### config.mk
export PLATFORM = sky130hd
export DESIGN_NAME = http_get_request_parser
export DESIGN_NICKNAME = d
export VERILOG_FILES = /design/src/sv/hgrp_pkg.sv /design/src/sv/hgrp_core.sv /design/src/sv/http_get_request_parser.sv
export SDC_FILE = /design/constraint.sdc
export NUM_CORES = 1
export LEC_CHECK = 0
export BUFFER_PORTS_ARGS = -buffer_cell sky130_fd_sc_hd__buf_4
export CORE_ASPECT_RATIO = 0.9
export CORE_UTILIZATION = 40
export CTS_CLUSTER_SIZE = 20
export DETAILED_ROUTE_END_ITERATION = 10
export SETUP_SLACK_MARGIN = 0.3
export SLEW_MARGIN = 20
export SYNTH_ARGS = -nofsm -noshare
export SYNTH_HDL_FRONTEND = slang
export SYNTH_SLANG_ARGS = --single-unit
### constraint.sdc
create_clock -name clk_i -period 6.5 [get_ports clk_i]
set_input_delay 0.325 -clock clk_i [delete_from_list [all_inputs] [get_ports clk_i]]
set_output_delay 0.325 -clock clk_i [all_outputs]
set_load 0.05 [all_outputs]
### src/sv/hgrp_pkg.sv
package hgrp_pkg;
  localparam int unsigned HeaderLimit = 8192;
  localparam int unsigned UrlLimit = 1024;
  localparam int unsigned BcW = $clog2(HeaderLimit + 1);
  localparam int unsigned UcW = $clog2(UrlLimit + 1);

  localparam logic [3:0] PH_METHOD  = 4'd0;
  localparam logic [3:0] PH_URL_GAP = 4'd1;
  localparam logic [3:0] PH_URL     = 4'd2;
  localparam logic [3:0] PH_VER_GAP = 4'd3;
  localparam logic [3:0] PH_VER     = 4'd4;
  localparam logic [3:0] PH_NAME    = 4'd5;
  localparam logic [3:0] PH_VAL_GAP = 4'd6;
  localparam logic [3:0] PH_VAL     = 4'd7;
  localparam logic [3:0] PH_REST    = 4'd8;
  localparam logic [3:0] PH_DISCARD = 4'd9;

  localparam logic [1:0] VERDICT_OK  = 2'd0;
  localparam logic [1:0] VERDICT_BAD = 2'd1;
  localparam logic [1:0] VERDICT_BIG = 2'd2;

  typedef struct packed {
    logic           url_valid;
    logic [7:0]     url_byte;
    logic           done_res;
    logic [1:0]     verdict;
    logic           persist_conn;
    logic [9:0]     url_length;
  } res_t;

  function automatic logic [7:0] kw_get(input logic [3:0] p);
    case (p)
      4'd0: kw_get = "G";
      4'd1: kw_get = "E";
      default: kw_get = "T";
    endcase
  endfunction

  function automatic logic [7:0] kw_ver(input logic [3:0] p);
    case (p)
      4'd0: kw_ver = "H";
      4'd1: kw_ver = "T";
      4'd2: kw_ver = "T";
      4'd3: kw_ver = "P";
      4'd4: kw_ver = "/";
      4'd5: kw_ver = "1";
      default: kw_ver = ".";
    endcase
  endfunction

  function automatic logic [7:0] kw_host(input logic [3:0] p);
    case (p)
      4'd0: kw_host = "h";
      4'd1: kw_host = "o";
      4'd2: kw_host = "s";
      default: kw_host = "t";
    endcase
  endfunction

  function automatic logic [7:0] kw_conn(input logic [3:0] p);
    case (p)
      4'd0: kw_conn = "c";
      4'd1: kw_conn = "o";
      4'd2: kw_conn = "n";
      4'd3: kw_conn = "n";
      4'd4: kw_conn = "e";
      4'd5: kw_conn = "c";
      4'd6: kw_conn = "t";
      4'd7: kw_conn = "i";
      4'd8: kw_conn = "o";
      default: kw_conn = "n";
    endcase
  endfunction

  function automatic logic [7:0] kw_keep(input logic [3:0] p);
    case (p)
      4'd0: kw_keep = "k";
      4'd1: kw_keep = "e";
      4'd2: kw_keep = "e";
      4'd3: kw_keep = "p";
      4'd4: kw_keep = "-";
      4'd5: kw_keep = "a";
      4'd6: kw_keep = "l";
      4'd7: kw_keep = "i";
      4'd8: kw_keep = "v";
      default: kw_keep = "e";
    endcase
  endfunction

  function automatic logic [7:0] kw_close(input logic [3:0] p);
    case (p)
      4'd0: kw_close = "c";
      4'd1: kw_close = "l";
      4'd2: kw_close = "o";
      4'd3: kw_close = "s";
      default: kw_close = "e";
    endcase
  endfunction

  function automatic logic [7:0] to_lower(input logic [7:0] b);
    to_lower = (b >= "A" && b <= "Z") ? b + 8'd32 : b;
  endfunction
endpackage

### src/sv/hgrp_core.sv
module hgrp_core (
  input  logic             clk_i,
  input  logic             rst_ni,
  input  logic             step_i,
  input  logic [7:0]       data_byte_i,
  output logic             emit_o,
  output hgrp_pkg::res_t   res_o
);
  import hgrp_pkg::*;

  logic [3:0]     ph_q, ph_d;
  logic [3:0]     kp_q, kp_d;
  logic [BcW-1:0] bc_q, bc_d;
  logic [UcW-1:0] uc_q, uc_d;
  logic [1:0]     tp_q, tp_d;
  logic           pf_q, pf_d, hs_q, hs_d, er_q, er_d;
  logic [1:0]     hc_q, hc_d, vc_q, vc_d;

  always_ff @(posedge clk_i or negedge rst_ni) begin
    if (!rst_ni) begin
      ph_q <= PH_METHOD;
      kp_q <= '0;
      bc_q <= '0;
      uc_q <= '0;
      tp_q <= '0;
      pf_q <= 1'b0;
      hs_q <= 1'b0;
      er_q <= 1'b0;
      hc_q <= 2'd3;
      vc_q <= 2'd3;
    end else if (step_i) begin
      ph_q <= ph_d;
      kp_q <= kp_d;
      bc_q <= bc_d;
      uc_q <= uc_d;
      tp_q <= tp_d;
      pf_q <= pf_d;
      hs_q <= hs_d;
      er_q <= er_d;
      hc_q <= hc_d;
      vc_q <= vc_d;
    end
  end

  logic [7:0] b, lc;
  logic       blank, line_end, term, delim, uv, done, fin;
  logic [3:0] p, kinc;
  logic [1:0] c;
  logic [1:0] vd;

  always_comb begin
    b = data_byte_i;
    lc = to_lower(b);
    blank = (b == " ") || (b == 8'h09);
    line_end = (b == 8'h0a) && (tp_q == 2'd1 || tp_q == 2'd3);
    term = (b == 8'h0a) && (tp_q == 2'd3);
    delim = (b == 8'h0d) || (b == " ");
    ph_d = ph_q; kp_d = kp_q; uc_d = uc_q; pf_d = pf_q; hs_d = hs_q;
    er_d = er_q; hc_d = hc_q; vc_d = vc_q;
    uv = 1'b0; fin = 1'b0; c = 2'd0;
    p = kp_q;
    kinc = (kp_q < 4'd15) ? kp_q + 4'd1 : kp_q;
    if (b == 8'h0d) tp_d = (tp_q == 2'd2) ? 2'd3 : 2'd1;
    else if (b == 8'h0a) tp_d = (tp_q == 2'd1) ? 2'd2 : 2'd0;
    else tp_d = 2'd0;
    bc_d = bc_q + 1'b1;

    case (ph_q)
      PH_METHOD: begin
        if (p < 4'd3) begin
          if (b != kw_get(p)) begin er_d = 1'b1; ph_d = PH_DISCARD; end
          else kp_d = kinc;
        end else if (blank) ph_d = PH_URL_GAP;
        else begin er_d = 1'b1; ph_d = PH_DISCARD; end
      end
      PH_URL_GAP: begin
        if (!blank) begin
          if (b != "/") begin er_d = 1'b1; ph_d = PH_DISCARD; end
          else begin uv = 1'b1; uc_d = UcW'(1); ph_d = PH_URL; end
        end
      end
      PH_URL: begin
        if (blank) ph_d = PH_VER_GAP;
        else if (line_end || uc_q >= UcW'(UrlLimit - 1)) begin
          er_d = 1'b1; ph_d = PH_DISCARD;
        end else begin uv = 1'b1; uc_d = uc_q + 1'b1; end
      end
      PH_VER_GAP, PH_VER: begin
        if (ph_q == PH_VER_GAP && blank) begin
        end else begin
          if (ph_q == PH_VER_GAP) begin p = 4'd0; kp_d = '0; ph_d = PH_VER; end
          kinc = p + 4'd1;
          if (p < 4'd7) begin
            if (b != kw_ver(p)) begin er_d = 1'b1; ph_d = PH_DISCARD; end
            else kp_d = kinc;
          end else if (p == 4'd7) begin
            if (b == "1") begin pf_d = 1'b1; kp_d = kinc; end
            else if (b == "0") begin pf_d = 1'b0; kp_d = kinc; end
            else begin er_d = 1'b1; ph_d = PH_DISCARD; end
          end else if (p == 4'd8) begin
            if (b != 8'h0d) begin er_d = 1'b1; ph_d = PH_DISCARD; end
            else kp_d = kinc;
          end else begin
            if (b != 8'h0a) begin er_d = 1'b1; ph_d = PH_DISCARD; end
            else begin ph_d = PH_NAME; kp_d = '0; hc_d = 2'd3; end
          end
        end
      end
      PH_NAME, PH_VAL_GAP, PH_VAL, PH_REST: begin
        if (line_end) begin
          ph_d = PH_NAME; kp_d = '0; hc_d = 2'd3;
        end else if (ph_q == PH_NAME) begin
          c = hc_q;
          if (c[0]) begin
            if (p < 4'd4) begin
              if (lc != kw_host(p)) c[0] = 1'b0;
            end else if (b == ":") begin
              hs_d = 1'b1; ph_d = PH_REST; fin = 1'b1;
            end else c[0] = 1'b0;
          end
          if (!fin && c[1]) begin
            if (p < 4'd10) begin
              if (lc != kw_conn(p)) c[1] = 1'b0;
            end else if (b == ":") begin
              ph_d = PH_VAL_GAP; kp_d = '0; vc_d = 2'd3; fin = 1'b1;
            end else c[1] = 1'b0;
          end
          if (!fin) begin
            hc_d = c; kp_d = kinc;
            if (c == 2'd0) ph_d = PH_REST;
          end
        end else if (ph_q == PH_REST) begin
        end else if (ph_q == PH_VAL_GAP && blank) begin
        end else begin
          if (ph_q == PH_VAL_GAP) begin
            ph_d = PH_VAL; p = 4'd0; kinc = 4'd1;
          end
          c = vc_q;
          if (c[0]) begin
            if (p < 4'd10) begin
              if (lc != kw_keep(p)) c[0] = 1'b0;
            end else if (delim) begin
              pf_d = 1'b1; ph_d = PH_REST; fin = 1'b1;
            end else c[0] = 1'b0;
          end
          if (!fin && c[1]) begin
            if (p < 4'd5) begin
              if (lc != kw_close(p)) c[1] = 1'b0;
            end else if (delim) begin
              pf_d = 1'b0; ph_d = PH_REST; fin = 1'b1;
            end else c[1] = 1'b0;
          end
          if (!fin) begin
            vc_d = c; kp_d = kinc;
            if (c == 2'd0) ph_d = PH_REST;
          end
        end
      end
      default: ph_d = PH_DISCARD;
    endcase

    done = 1'b0; vd = VERDICT_OK;
    if (term) begin
      done = 1'b1;
      vd = (er_d || !hs_d) ? VERDICT_BAD : VERDICT_OK;
    end else if (bc_d >= BcW'(HeaderLimit)) begin
      done = 1'b1; vd = VERDICT_BIG;
    end
    emit_o = uv || done;
    res_o.url_valid = uv;
    res_o.url_byte = uv ? b : 8'd0;
    res_o.done_res = done;
    res_o.verdict = vd;
    res_o.persist_conn = done && vd == VERDICT_OK && pf_d;
    res_o.url_length = (done && vd == VERDICT_OK) ? uc_d[9:0] : 10'd0;
    if (done) begin
      ph_d = PH_METHOD; kp_d = '0; bc_d = '0; uc_d = '0; tp_d = '0; pf_d = 1'b0;
      hs_d = 1'b0; er_d = 1'b0; hc_d = 2'd3; vc_d = 2'd3;
    end
  end
endmodule

### src/sv/http_get_request_parser.sv
// channel | signals                         | direction
// in      | in_valid_i/in_ready_o, data_byte_i | sink
// out     | out_valid_o/out_ready_i, result fields | source
// one byte per cycle while in_ready_o is high, state updated in the accept cycle
// results land in a two-entry output register (main + skid)
// in_ready_o drops only when both entries hold results
// asynchronous active-low reset returns the parser to the method phase
module http_get_request_parser (
  input  logic       clk_i,
  input  logic       rst_ni,
  input  logic       in_valid_i,
  output logic       in_ready_o,
  input  logic [7:0] data_byte_i,
  output logic       out_valid_o,
  input  logic       out_ready_i,
  output logic       url_valid_o,
  output logic [7:0] url_byte_o,
  output logic       done_res_o,
  output logic [1:0] verdict_o,
  output logic       persist_conn_o,
  output logic [9:0] url_length_o
);
  import hgrp_pkg::*;

  logic step, emit;
  res_t res;
  res_t main_q, skid_q;
  logic mv_q, sv_q;

  assign in_ready_o = !sv_q;
  assign step = in_valid_i && in_ready_o;

  hgrp_core u_core (
    .clk_i(clk_i), .rst_ni(rst_ni), .step_i(step), .data_byte_i(data_byte_i),
    .emit_o(emit), .res_o(res)
  );

  logic push, pop;
  assign push = step && emit;
  assign pop = mv_q && out_ready_i;

  always_ff @(posedge clk_i or negedge rst_ni) begin
    if (!rst_ni) begin
      mv_q <= 1'b0;
      sv_q <= 1'b0;
    end else begin
      if (!mv_q || pop) begin
        mv_q <= sv_q || push;
        sv_q <= 1'b0;
      end else if (push) begin
        sv_q <= 1'b1;
      end
    end
  end

  always_ff @(posedge clk_i) begin
    if (!mv_q || pop) main_q <= sv_q ? skid_q : res;
    if (push && !(!mv_q || pop)) skid_q <= res;
    else if (push && sv_q) skid_q <= res;
  end

  assign out_valid_o = mv_q;
  assign url_valid_o = main_q.url_valid;
  assign url_byte_o = main_q.url_byte;
  assign done_res_o = main_q.done_res;
  assign verdict_o = main_q.verdict;
  assign persist_conn_o = main_q.persist_conn;
  assign url_length_o = main_q.url_length;
endmodule

# --- Yosys cells after proc, flatten, opt, wreduce, memory -nomap -nowiden ---
# Memory sizes are Yosys's and may differ from the RTL's.
# Index checks and enable logic that the tools add are counted.
word_totals:
  memories: 2
  latch_bits: 0
  romBits: 176
  mem_bits_rw: 0
  in_bits: 12
  reg_bits: 90
op_classes:
  n_addsub: 5
  n_bitwise: 0
  multipliers: 0
  shift: 0
  reduce_logical: 49
  n_eq_ne: 67
  muxes: 256
  n_div: 0
  order_cmp: 11
memory_table:
  columns: ["name", "depth", "word_bits", "rd", "rd_clocked_by_memory_dff", "write_ports", "line_no", "rtl"]
  rows:
  - ["(no name shown)", 16, 6, 1, 0, 0, "hgrp_pkg.sv:76", "case (p)"]
  - ["(no name shown)", 16, 5, 1, 0, 0, "hgrp_pkg.sv:61", "case (p)"]
op_table:
  columns: ["cell", "count"]
  rows:
  - ["$mux W4", 71]
  - ["$mux W8", 31]
  - ["$mux W1", 107]
  - ["$mux W23", 3]
  - ["$mux W11", 5]
  - ["$mux W2", 26]
  - ["$ne A8 B8 Y1", 6]
  - ["$pmux W7 S5", 1]
  - ["$ne A3 B2 Y1 const B", 11]
  - ["$eq A8 B6 Y1 const B", 4]
  - ["$eq A4 B2 Y1 const B", 7]
  - ["$eq A4 B3 Y1 const B", 7]
  - ["$eq A8 B4 Y1 const B", 3]
  - ["$pmux W11 S2", 1]
  - ["$pmux W4 S5", 1]
  - ["$pmux W5 S4", 1]
  - ["$ne A6 B4 Y1 const B", 3]
  - ["$reduce_and A9 Y1", 2]
  - ["$eq A4 B1 Y1 const B", 4]
  - ["$logic_not A4 Y1", 4]
  - ["$ne A8 B4 Y1 const B", 2]
  - ["$ne A5 B2 Y1 const B", 3]
  - ["$pmux W5 S3", 1]
  - ["$add A14 B1 Y14 const B", 1]
  - ["39 further kinds", 83]

# --- Longest topological paths before layout ---
# Gate-level depths: netlist (run 1).
depth:
  depth_word: 42
  ltp_mapped: 14

# --- Modules after synthesis ---
# From an unflattened synthesis (run 1), not the netlist that was laid out.
unflattened:
  hier_cells: 714
  area_unflattened_um2: 6546.3
modules_own_cells:
  columns: ["mod", "area_each_um2", "cells_each", "n_inst", "seq_area_each_um2"]
  rows:
  - ["hgrp_core", 4715.8, 633, 1, 1056.0]
  - ["http_get_request_parser", 1830.5, 81, 1, 1431.4]

# --- Worst setup path after synthesis (run 1) ---
# No wires, ideal clock.
synth_path:
  path_kind: "reg-to-reg"
  from: "register u_core.kp_q[0]"
  to: "register main_q, in the netlist url_length_o[2] (data pin)"
  setup_time_ns: 0.143
  n_path_buf: 3
  period_less_slack_ns: 3.421
  slack_ns: 3.079
  required_time_ns: 6.357
  stages_incl_launch_ff: 14
  arrival_ns: 3.278
  cell_sequence: "dfrtp_1 > clkbuf_1 > buf_1 > inv_1 > ha_1 > or2_2 > a211oi_1 > o211ai_1 > nand2_1 > or4b_1 > o31ai_2 > nand4_1 > buf_6 > o21ai_2"
synth_via:
  elab_chain_cells: 21
  elab_cells_between_ends: 47
  classes_between: "3 x order compare; 10 x eq/ne; 27 x mux; 7 x reduce/logical"
synth_lines:
  columns: ["element", "line_no", "rtl"]
  rows:
  - ["from (decl)", "hgrp_core.sv:12", "logic [3:0] kp_q, kp_d;"]
  - ["from (signal assigned)", "hgrp_core.sv:33", "kp_q <= kp_d;"]
  - ["$mux W4", "hgrp_core.sv:91", "if (ph_q == PH_VER_GAP) begin p = 4'd0; kp_d = '0; ph_d = PH_VER; end"]
  - ["$mux W4", "hgrp_core.sv:89", "if (ph_q == PH_VER_GAP && blank) begin"]
  - ["$mux W4", "hgrp_core.sv:68", "case (ph_q)"]
  - ["$eq A4 B1 Y1 / $eq A4 B2 Y1 (equally long branches)", "hgrp_pkg.sv:40", "case (p)"]
  - ["$reduce_or A2 Y1 (no line)", null, null]
  - ["$pmux W7 S5", "hgrp_pkg.sv:40", null]
  - ["$mux W8", "hgrp_core.sv:93", "if (p < 4'd7) begin"]
  - ["$mux W8", "hgrp_core.sv:89", null]
  - ["[... 5 more ...]", null, null]
  - ["$pmux W1 S4", "hgrp_core.sv:68", null]
  - ["$logic_or A1 B1 Y1 (*)", "hgrp_core.sv:165", "vd = (er_d || !hs_d) ? VERDICT_BAD : VERDICT_OK;"]
  - ["$mux W1 (*)", "hgrp_core.sv:165", null]
  - ["$mux W2 (*)", "hgrp_core.sv:163", "if (term) begin"]
  - ["$logic_not A2 Y1 (*)", "hgrp_core.sv:175", "res_o.url_length = (done && vd == VERDICT_OK) ? uc_d[9:0] : 10'd0;"]
  - ["$logic_and A1 B1 Y1 (*)", "hgrp_core.sv:175", null]
  - ["$mux W10 (*)", "hgrp_core.sv:175", null]
  - ["$mux W23 (*)", "http_get_request_parser.sv:57", "if (!mv_q || pop) main_q <= sv_q ? skid_q : res;"]
  - ["to (signal assigned)", "http_get_request_parser.sv:57", null]
  - ["to (decl)", "http_get_request_parser.sv:27", "res_t main_q, skid_q;"]
# Every way passes the cells marked *; elsewhere a longest branch is shown, timed or not. The select of a mux whose other input is x is not followed.
# A chain may end at the register's enable or synchronous reset.

# --- Final worst setup path (run 1) ---
layout_path:
  from: "register u_core.kp_q[2]"
  to: "register main_q, in the netlist url_length_o[9] (data pin)"
# Same word-level chain as after synthesis.

==> results of run 1 <==
## worst reg2reg max path: cells and delay by family, from the launching register on
family,cells,cell delay (ps)
and+or+nand+nor,3,880
DFF,1,940
AOI/OAI and AO/OA,5,2300
## power groups by stage
stage	combinational, mW	sequential (mW)	clock, mW
final	0.918	0.779	0.507
after CTS	0.891	0.774	0.521
after global routing	1.01	0.788	0.542
after floorplan	0.748	0.691	0
after detailed placement	0.885	0.785	0
after global placement	0.886	0.784	0
## kinds of logic (layout without fill, tap and decap cells)
kind of cell               after synthesis  count (layout)  share of synthesized area
buffers and inverters                   72              81                     0.0437
DFF                                     90              90                      0.375
adders and majority gates               13              13                     0.0245
muxes                                   14              14                     0.0226
and+or+nand+nor                        346             346                      0.267
AOI/OAI and AO/OA                      227             227                      0.235
xor gates and xnor gates                25              25                     0.0330
## synthesized netlist by cell type, drive strengths merged, types with 4 or more instances
cell type and instances:
a211oi 10, a21o 12, a21oi 32, a22oi 7, a31oi 9, a32oi 4
a41oi 4, and2 11, and3 8, and4 4, buf 13, clkbuf 39
dfrtp 40, dfstp 4, edfxtp 46, ha 13, inv 19, mux2 8
mux2i 6, nand2 89, nand2b 11, nand3 31, nand4 10, nor2 88
nor2b 9, nor3 22, nor4 14, nor4b 5, o2111ai 4, o211ai 6
o21a 4, o21ai 73, o22ai 4, o31a 7, o31ai 18, or2 9
or3 8, or4 6, xnor2 16, xor2 9
## registers in the layout (all words and copies together), names as in the netlist, 4 cells and up
register      cells
url_length_o     10
u_core.bc_q      14
u_core.ph_q       4
u_core.kp_q       4
skid_q           23
url_byte_o        8
u_core.uc_q      11
## repair_timing
| action | 4_1_cts | 5_1_grt |
|---|---|---|
| hold buffers | 1 | 0 |
| endpoints found under the hold margin | 2 | 0 |
| setup buffers | 0 | 0 |
## per-stage QoR
stage / worst slack (ps) / util / hold slack, ps / cell area (sq um) / instances
floorplan: 3080 / - / 29.4 / 6640 / 787
CTS: 2220 / 0.451 / 231 / 7310 / 1003
global route: 2020 / 0.452 / 246 / 7310 / 1003
finish: 2190 / 0.452 / 247 / 7310 / 1003
global placement: 2430 / 0.433 / 372 / 7010 / 986
detailed placement: 2240 / 0.433 / 380 / 7010 / 986
## per-layer routing
metal,track usage,up-vias,part of all wire
met3,0.0505,27,0.093
met5,0,-,0
met4,0.0795,0,0.018
met2,0.369,327,0.44
met1,0.361,3010,0.45
li1,-,2950,-
## layout make-up
cell class | instances | area [sq um]
inverters | 20 | 75.1
repair buffers | 45 | 340
clock buffers | 9 | 225
clock inverters | 7 | 58.8
well taps | 207 | 259
multi-input cells | 625 | 3870
flip-flops and latches | 90 | 2490
fillers | 1581 | 8870
## how the worst max path moves through the flow
stage / start / to / slack (ps) / depth (start not counted)
floorplan: u_core.kp_q[0]$_DFFE_PN0P_ / url_length_o[2]$_DFFE_PN_ / 3080 / 13
global placement: u_core.kp_q[2]$_DFFE_PN0P_ / url_length_o[9]$_DFFE_PN_ / 2430 / 8
detailed placement: u_core.kp_q[0]$_DFFE_PN0P_ / url_length_o[9]$_DFFE_PN_ / 2240 / 10
CTS: u_core.kp_q[0]$_DFFE_PN0P_ / url_length_o[9]$_DFFE_PN_ / 2220 / 10
global route: u_core.kp_q[0]$_DFFE_PN0P_ / url_length_o[9]$_DFFE_PN_ / 2020 / 10
finish: u_core.kp_q[2]$_DFFE_PN0P_ / url_length_o[9]$_DFFE_PN_ / 2190 / 8
==> flow_summary.toml, run 1 <==
[flow_run]
maxCapViolations = 0

[pwr]
leakage_nw = 2.79
max-vdd-ir-drop_mv = 0.171
finalPower_mw = 2.20
internal-power_mw = 1.27
pwr-share-seq = 0.354
pwr-share-clk = 0.230
powerDensity_nw_per_um2 = 301
comb_power_share = 0.416
swShare = 0.423
power.switching_mw = 0.932

[logic_synthesis]
synth_area_leaders = "edfxtp_1 21%, dfrtp_1 15%, nand2_1 5.0%"
synth_area_per_cell_sq_um = 8.43
synth_area_sq_um = 6640
netlist_instances = 787
synth_edf_count = 46
synth_warnings = 0
ys_types = 81
synthArstFlopShare = 0.489
yosysTopAreaCell = "edfxtp_1"
ys.flop_type = "edfxtp_1"
ys_ff_latch = 90
syn-num-nets = 812
yosysTopAreaCellShare = 0.208
ys_seq_area_frac = 0.375

[setup_path]
cp.arrival_ps = 4480
reg2regPathDepth = 8
rrSetupSlack_ps = 2190
critPathRequiredTime_ps = 6670
endpoint_kind = "register"
timing.rr.end = "url_length_o[9]$_DFFE_PN_"
critPathKind = "register to register"
cp_slowest_cell = "a2111oi_0"
start_kind = "register"
worst_path_largest_cell_delay_ps = 1040
crit_family = "compound AO/OA/AOI/OAI gates"
path_buf_inv = 0
reg2reg_from = "u_core.kp_q[2]$_DFFE_PN0P_"
crit_chain = "nor4b_1 -> a2111oi_0 -> o31ai_1 -> a21oi_1 -> nor2_1 -> o31ai_2 -> nand4_1 -> o21ai_0"
crit_fanout = 28

[global_route]
grt_pass1_vias = 5796
grt_usage = 0.249
antenna_found_initial = 0
overflow = 0
grt_pass1_wl_um = 32200
grt_max_degree = 45

[floorplan]
dieHeight_um = 124
dieArea_sq_um = 17100
pin_count = 37
initial_utilization = 0.410
coreArea_sq_um = 16200
row_count = 44
dieWidth_um = 138

[drt]
viasPerCell = 6.30
wl_per_cell_um = 20.2
via_count = 6314
drt_iter0_drc = 691
drt_first_pass_iters = 5
routed_wirelength_um = 20200
drc = 0
ant_nets = 0

[clock_tree]
clk_pin_slew_worst_paths_ps = 70
cts_buffers = 9
h-tree-depth = 3
cts.path.max_buffers = 2
cts_tree = "built"
root_buffer = "clkbuf_16"
cts_resized = 0
clk_latency_ps = 360
clock_sinks = 90

[finish]
layout_commonest_cell = "nand2_1"
final_net_count = 816
layout-drive-gt1-share = 0.129
antenna_cells = 0
syn2layout_area_growth_pct = 10.2
layout_common_cells = "89 x nand2_1, 87 x nor2_1, 63 x o21ai_0"

[sta]
period_needed_ps = 4310
slew_violations = 0
rsz0062_at_grt = "no"
finalSetupViolCount = 0
setup_tns_ps = 0
hold_viol = 0
max-slew-margin-rel = 0.231
finClkSkew_ps = 21.8
tightest_slew_ps = 1120
final.period_utilization = 0.663
max_clock_freq_ghz = 0.232

[worst_hold_path]
min_from = "in_valid_i"
min_path_type = "primary input to register"
holdPathEnd = "out_valid_o$_DFFE_PN0N_"
min_path_cells = 3

[run_status]
run_status = "finished, final reports clean"

[placement]
hpwl_um = 14400
place.gp.congestion = 0.953
port_buffers = 36
Note: power is estimated with default switching activity, not from simulation.
==> run 2, diff against run 1 <==
==> constraint.sdc (replaced) <==
create_clock -name clk_i -period 4.2 [get_ports clk_i]
set_input_delay 0.21 -clock clk_i [delete_from_list [all_inputs] [get_ports clk_i]]
set_output_delay 0.21 -clock clk_i [all_outputs]
set_load 0.05 [all_outputs]
==> run 2 against run 1 <==
Final cell count increased by 2.3%. Hold slack worse by 96 ps. Clock-buffer cell count is 1 higher. Design area increased by 2.8%. Wire length is 6.0% higher. Critical path type unchanged. Largest power group unchanged. Critical path depth is the same. Largest cell class unchanged. Clock power grew 65%.
==> flow_summary.toml, run 2 (synthesis gave the netlist of run 1 again) <==
[run_status]
run_status = "finished, final reports clean"

[finish]
antenna_cells = 0
final_cells = 1026
fill_cells = 1590
syn2layout_area_growth_pct = 13.3
layout-drive-gt1-share = 0.155
layout_common_cells = "89 x nand2_1, 87 x nor2_1, 67 x buf_4"
reg_top3 = "skid_q: 23 flops, u_core.bc_q: 14 flops, u_core.uc_q: 11 flops"
largest_reg_flops = 23
layout_commonest_cell = "nand2_1"
final_net_count = 839
regMostFlops = "skid_q"

[floorplan]
dieArea_sq_um = 17100
dieWidth_um = 138
row_count = 44
pin_count = 37
initial_utilization = 0.410
coreArea_sq_um = 16200
dieHeight_um = 124

[setup_path]
crit_fanout = 12
crit_chain = "nand4bb_1 -> a2111oi_2 -> o31ai_1 -> a21oi_1 -> nor2_1 -> o31ai_2 -> nand3_1 -> nor2_1"
critPathRequiredTime_ps = 4400
timing.critical_path.mode_cell = "nor2_1"
cp.arrival_ps = 3820
rrSetupSlack_ps = 580
cp_slowest_cell = "a2111oi_2"
timing.rr.end = "skid_q[9]$_DFFE_PP_"
critPathKind = "register to register"
worst_path_largest_cell_delay_ps = 760
reg2regPathDepth = 8
endpoint_kind = "register"
start_kind = "register"
reg2reg_from = "u_core.ph_q[2]$_DFFE_PN0P_"

[sta]
finClkSkew_ps = 9.02
holdWs_ps = 151
hold_viol = 0
max_clock_freq_ghz = 0.276
rsz0062_at_grt = "no"
slew_violations = 0
finalSetupViolCount = 0
period_needed_ps = 3620
tightest_slew_ps = 947
setup_tns_ps = 0
max-slew-margin-rel = 0.366
final.period_utilization = 0.862

[global_route]
grt_max_degree = 45
grt_usage = 0.259
grt_pass1_vias = 5908
grt_pass1_wl_um = 33300
antenna_found_initial = 0
overflow = 0

[clock_tree]
clk_pin_slew_worst_paths_ps = 70
cts_buffers = 9
root_buffer = "clkbuf_16"
cts.path.max_buffers = 2
post_cts_buffers = 0
h-tree-depth = 3
clk_latency_ps = 350
clock_sinks = 90
cts_tree = "built"

[pwr]
internal-power_mw = 2.08
pwr-share-clk = 0.235
pwr-share-seq = 0.318
swShare = 0.416
max-vdd-ir-drop_mv = 0.237
comb_power_share = 0.447
finalPower_mw = 3.56
power.switching_mw = 1.48
leakage_nw = 2.91
powerDensity_nw_per_um2 = 474

[flow_run]
maxCapViolations = 0

[drt]
via_count = 6476
drt_iter0_drc = 775
ant_nets = 0
viasPerCell = 6.31
routed_wirelength_um = 21500
drc = 0
drt_first_pass_iters = 5
wl_per_cell_um = 20.9

[worst_hold_path]
min_path_type = "primary input to register"
min_path_cells = 3
min_from = "in_valid_i"
holdPathEnd = "out_valid_o$_DFFE_PN0N_"

[placement]
place.gp.congestion = 0.999
hpwl_um = 15800
port_buffers = 36
placed_cells = 1009
## run 2: cell types whose count changed in the layout (fill, tap and decap cells not counted), sizes merged
cell	change
buf	+23
bufinv	+1
clkbuf	+1
clkinv	+1
clkinvlp	+1
inv	-4
## run 2: worst max path at each step
stage / startpoint / to / slack (ps) / cells past startpoint
2_1_floorplan: u_core.kp_q[0]$_DFFE_PN0P_ / url_length_o[2]$_DFFE_PN_ / 780 / 13
3_3_place_gp: u_core.ph_q[2]$_DFFE_PN0P_ / skid_q[5]$_DFFE_PP_ / 140 / 8
4_1_cts: u_core.ph_q[2]$_DFFE_PN0P_ / skid_q[9]$_DFFE_PP_ / 410 / 8
5_1_grt: u_core.ph_q[2]$_DFFE_PN0P_ / skid_q[6]$_DFFE_PP_ / 330 / 8
6_report: u_core.ph_q[2]$_DFFE_PN0P_ / skid_q[9]$_DFFE_PP_ / 580 / 8
3_5_place_dp: u_core.ph_q[2]$_DFFE_PN0P_ / skid_q[9]$_DFFE_PP_ / 440 / 8
## run 2: critical path, delay by kind of cell, from the launching register on
| kind | cells | cell delay (ps) |
|---|---|---|
| flip-flops | 1 | 510 |
| AO/OA/AOI/OAI | 4 | 1570 |
| AND/OR/NAND/NOR | 4 | 1390 |
## run 2: area by class of cell
cell class              instances  area (sq um)  share of cell area
clock buffers                  10           229              0.0305
clock inverters                 6          78.8              0.0105
inverters                      20          75.1             0.00999
multi-input cells             625          3870               0.515
flip-flops and latches         90          2490               0.331
well taps                     207           259              0.0345
repair buffers                 68           513              0.0683
## run 2: what timing repair did
item / 4_1_cts / 5_1_grt
endpoints found under the setup margin: 0 / 23
hold endpoints to repair: 40 / 0
resized for setup: 0 / 2
hold buffers: 1 / 0
## run 2: routing by layer
| layer | vias to the layer above | routed length, um | GRT usage |
|---|---|---|---|
| met1 | 3113 | 9790 | 0.365 |
| met4 | 0 | 445 | 0.0836 |
| met3 | 39 | 1880 | 0.0639 |
| met5 | - | 0 | 0 |
| li1 | 2993 | - | - |
| met2 | 331 | 9330 | 0.386 |
## run 2: through the flow
step	utilization	setup slack (ps)	instance area [sq um]
finish	0.464	580	7520
global route	0.464	325	7520
CTS	0.464	408	7500
detailed placement	0.444	440	7190
global placement	0.444	136	7190
floorplan	-	779	6640
## run 2: power groups by stage
stage	combinational, mW	clock [mW]	sequential (mW)
final	1.59	0.838	1.13
after global routing	1.73	0.896	1.14
after CTS	1.55	0.862	1.13
after detailed placement	1.54	0	1.14
after global placement	1.53	0	1.14
after floorplan	1.16	0	1.07
==> run 3, diff against run 2 <==
--- a/config.mk
+++ b/config.mk
@@ -10,6 +10,7 @@
 export CORE_UTILIZATION = 40
 export CTS_CLUSTER_SIZE = 20
 export DETAILED_ROUTE_END_ITERATION = 10
+export REMOVE_ABC_BUFFERS = 1
 export SETUP_SLACK_MARGIN = 0.3
 export SLEW_MARGIN = 20
 export SYNTH_ARGS = -nofsm -noshare
==> run 3 against run 2 <==
Critical path type unchanged. Die area unchanged. Utilization about the same. Combinational power down 3%. Largest power group unchanged. Design area about the same. Highest routed layer unchanged. Final cell count unchanged.
==> flow_summary.toml, run 3 (synthesis gave the netlist of run 1 again) <==
[placement]
place_ws_ps = 631
place.gp.congestion = 0.935
hpwl_um = 15200
port_buffers = 36

[finish]
final_net_count = 839
fill_cells = 1596
regArea_sq_um = 2490
largest_reg_flops = 23
antenna_cells = 0
layout_commonest_cell = "nand2_1"
reg_top3 = "skid_q: 23 flops, u_core.bc_q: 14 flops, u_core.uc_q: 11 flops"
regMostFlops = "skid_q"
layout_common_cells = "89 x nand2_1, 87 x nor2_1, 67 x buf_4"
multi_input_area_sq_um = 3870
syn2layout_area_growth_pct = 13.3
layout-drive-gt1-share = 0.155

[drt]
drt_first_pass_iters = 7
drt_iter0_drc = 586
via_count = 6290
viasPerCell = 6.13
ant_nets = 0
routed_wirelength_um = 20200
drc = 0
wl_per_cell_um = 19.7

[floorplan]
dieArea_sq_um = 17100
row_count = 44
dieHeight_um = 124
pin_count = 37
coreArea_sq_um = 16200
initial_utilization = 0.410
dieWidth_um = 138

[sta]
period_needed_ps = 3590
finClkSkew_ps = 6.80
setup_tns_ps = 0
tightest_slew_ps = 841
max-slew-margin-rel = 0.439
layout_setup_ws_ps = 607
finalSetupViolCount = 0
rsz0062_at_grt = "no"
hold_viol = 0
max_clock_freq_ghz = 0.278
final.period_utilization = 0.855
slew_violations = 0

[clock_tree]
cts_buffers = 9
cts.path.max_buffers = 2
post_cts_buffers = 0
cts_tree = "built"
clock_sinks = 90
clk_pin_slew_worst_paths_ps = 70
h-tree-depth = 3
clk_latency_ps = 350
root_buffer = "clkbuf_16"

[run_status]
run_status = "finished, final reports clean"

[global_route]
grt_pass1_vias = 5921
grt_max_degree = 45
grt_pass1_wl_um = 32900
antenna_found_initial = 0
grt_usage = 0.250
overflow = 0

[setup_path]
cp.arrival_ps = 3790
crit_fanout = 11
endpoint_kind = "register"
worst_path_largest_cell_delay_ps = 540
critPathRequiredTime_ps = 4390
cp_slowest_cell = "dfrtp_1"
crit_chain = "inv_1 -> ha_1 -> or2_2 -> a211oi_1 -> o211ai_1 -> nand2_1 -> or4b_1 -> o31ai_2 -> nand3_1 -> nor2_1"
start_kind = "register"
critPathKind = "register to register"

[pwr]
max-vdd-ir-drop_mv = 0.274
powerDensity_nw_per_um2 = 470
finalPower_mw = 3.54
leakage_nw = 2.92

[flow_run]
maxCapViolations = 0

[worst_hold_path]
min_path_type = "primary input to register"
==> run 3: changes by cell type in the layout (fill, tap and decap cells not counted), sizes merged <==
cell	change
clkinvlp	-2
clkbuf	-1
inv	+4
clkinv	-1
==> run 3: through the flow <==
step           instance area, sq um  std cells  hold WS (ps)  utilization
2_1_floorplan                  6420        735         -85.6            -
3_3_place_gp                   7190       1009           251        0.444
3_5_place_dp                   7190       1009           255        0.444
4_1_cts                        7520       1026           132        0.465
5_1_grt                        7520       1026           154        0.465
6_report                       7520       1026           143        0.465
==> run 3: final timing paths <==
check	start	depth (start not counted)	slack [ps]	endpoint
worst min-delay path	in_valid_i	3	140	out_valid_o$_DFFE_PN0N_
min in group asynchronous	rst_ni	2	400	u_core.uc_q[5]$_DFFE_PN0P_
worst max-delay path	u_core.kp_q[0]$_DFFE_PN0P_	10	610	skid_q[9]$_DFFE_PP_
max in group asynchronous	rst_ni	2	3380	out_valid_o$_DFFE_PN0N_
worst max register to register	u_core.kp_q[0]$_DFFE_PN0P_	10	610	skid_q[9]$_DFFE_PP_
worst min register to register	u_core.bc_q[4]$_DFFE_PN0P_	1	510	u_core.bc_q[4]$_DFFE_PN0P_
==> run 3: what timing repair did <==
| item | in CTS | in global routing |
|---|---|---|
| hold buffers | 1 | 0 |
| resized for setup | 0 | 0 |
| hold endpoints to repair | 40 | 0 |
==> run 3: power by group <==
group	total, mW	switching (mW)	internal, mW
Clock	0.850	0.372	0.478
Sequential	1.14	0.141	0.998
Combinational	1.55	0.935	0.613
Total	3.54	1.45	2.09
==> run 3: area by class of cell <==
| class | count | share of cell area |
|---|---|---|
| clock buffers | 9 | 0.0300 |
| clock inverters | 7 | 0.0123 |
| inverters | 20 | 0.00998 |
| multi-input cells | 625 | 0.514 |
| flip-flops and latches | 90 | 0.331 |
| well taps | 207 | 0.0344 |
| repair buffers | 68 | 0.0682 |
==> run 3: critical path, delay by kind of cell, from the launching register on <==
family	cells	cell delay [ps]
fa+ha+maj	1	340
simple gates	5	1530
buf+inv	1	200
flops	1	540
compound gates	3	830
==> run 3: metal layers <==
layer	up-vias	track usage	routed length, um
met5	-	0	0
met4	0	0.0489	253
met3	25	0.0387	1080
met2	226	0.394	9060
met1	3045	0.363	9850
li1	2994	-	-
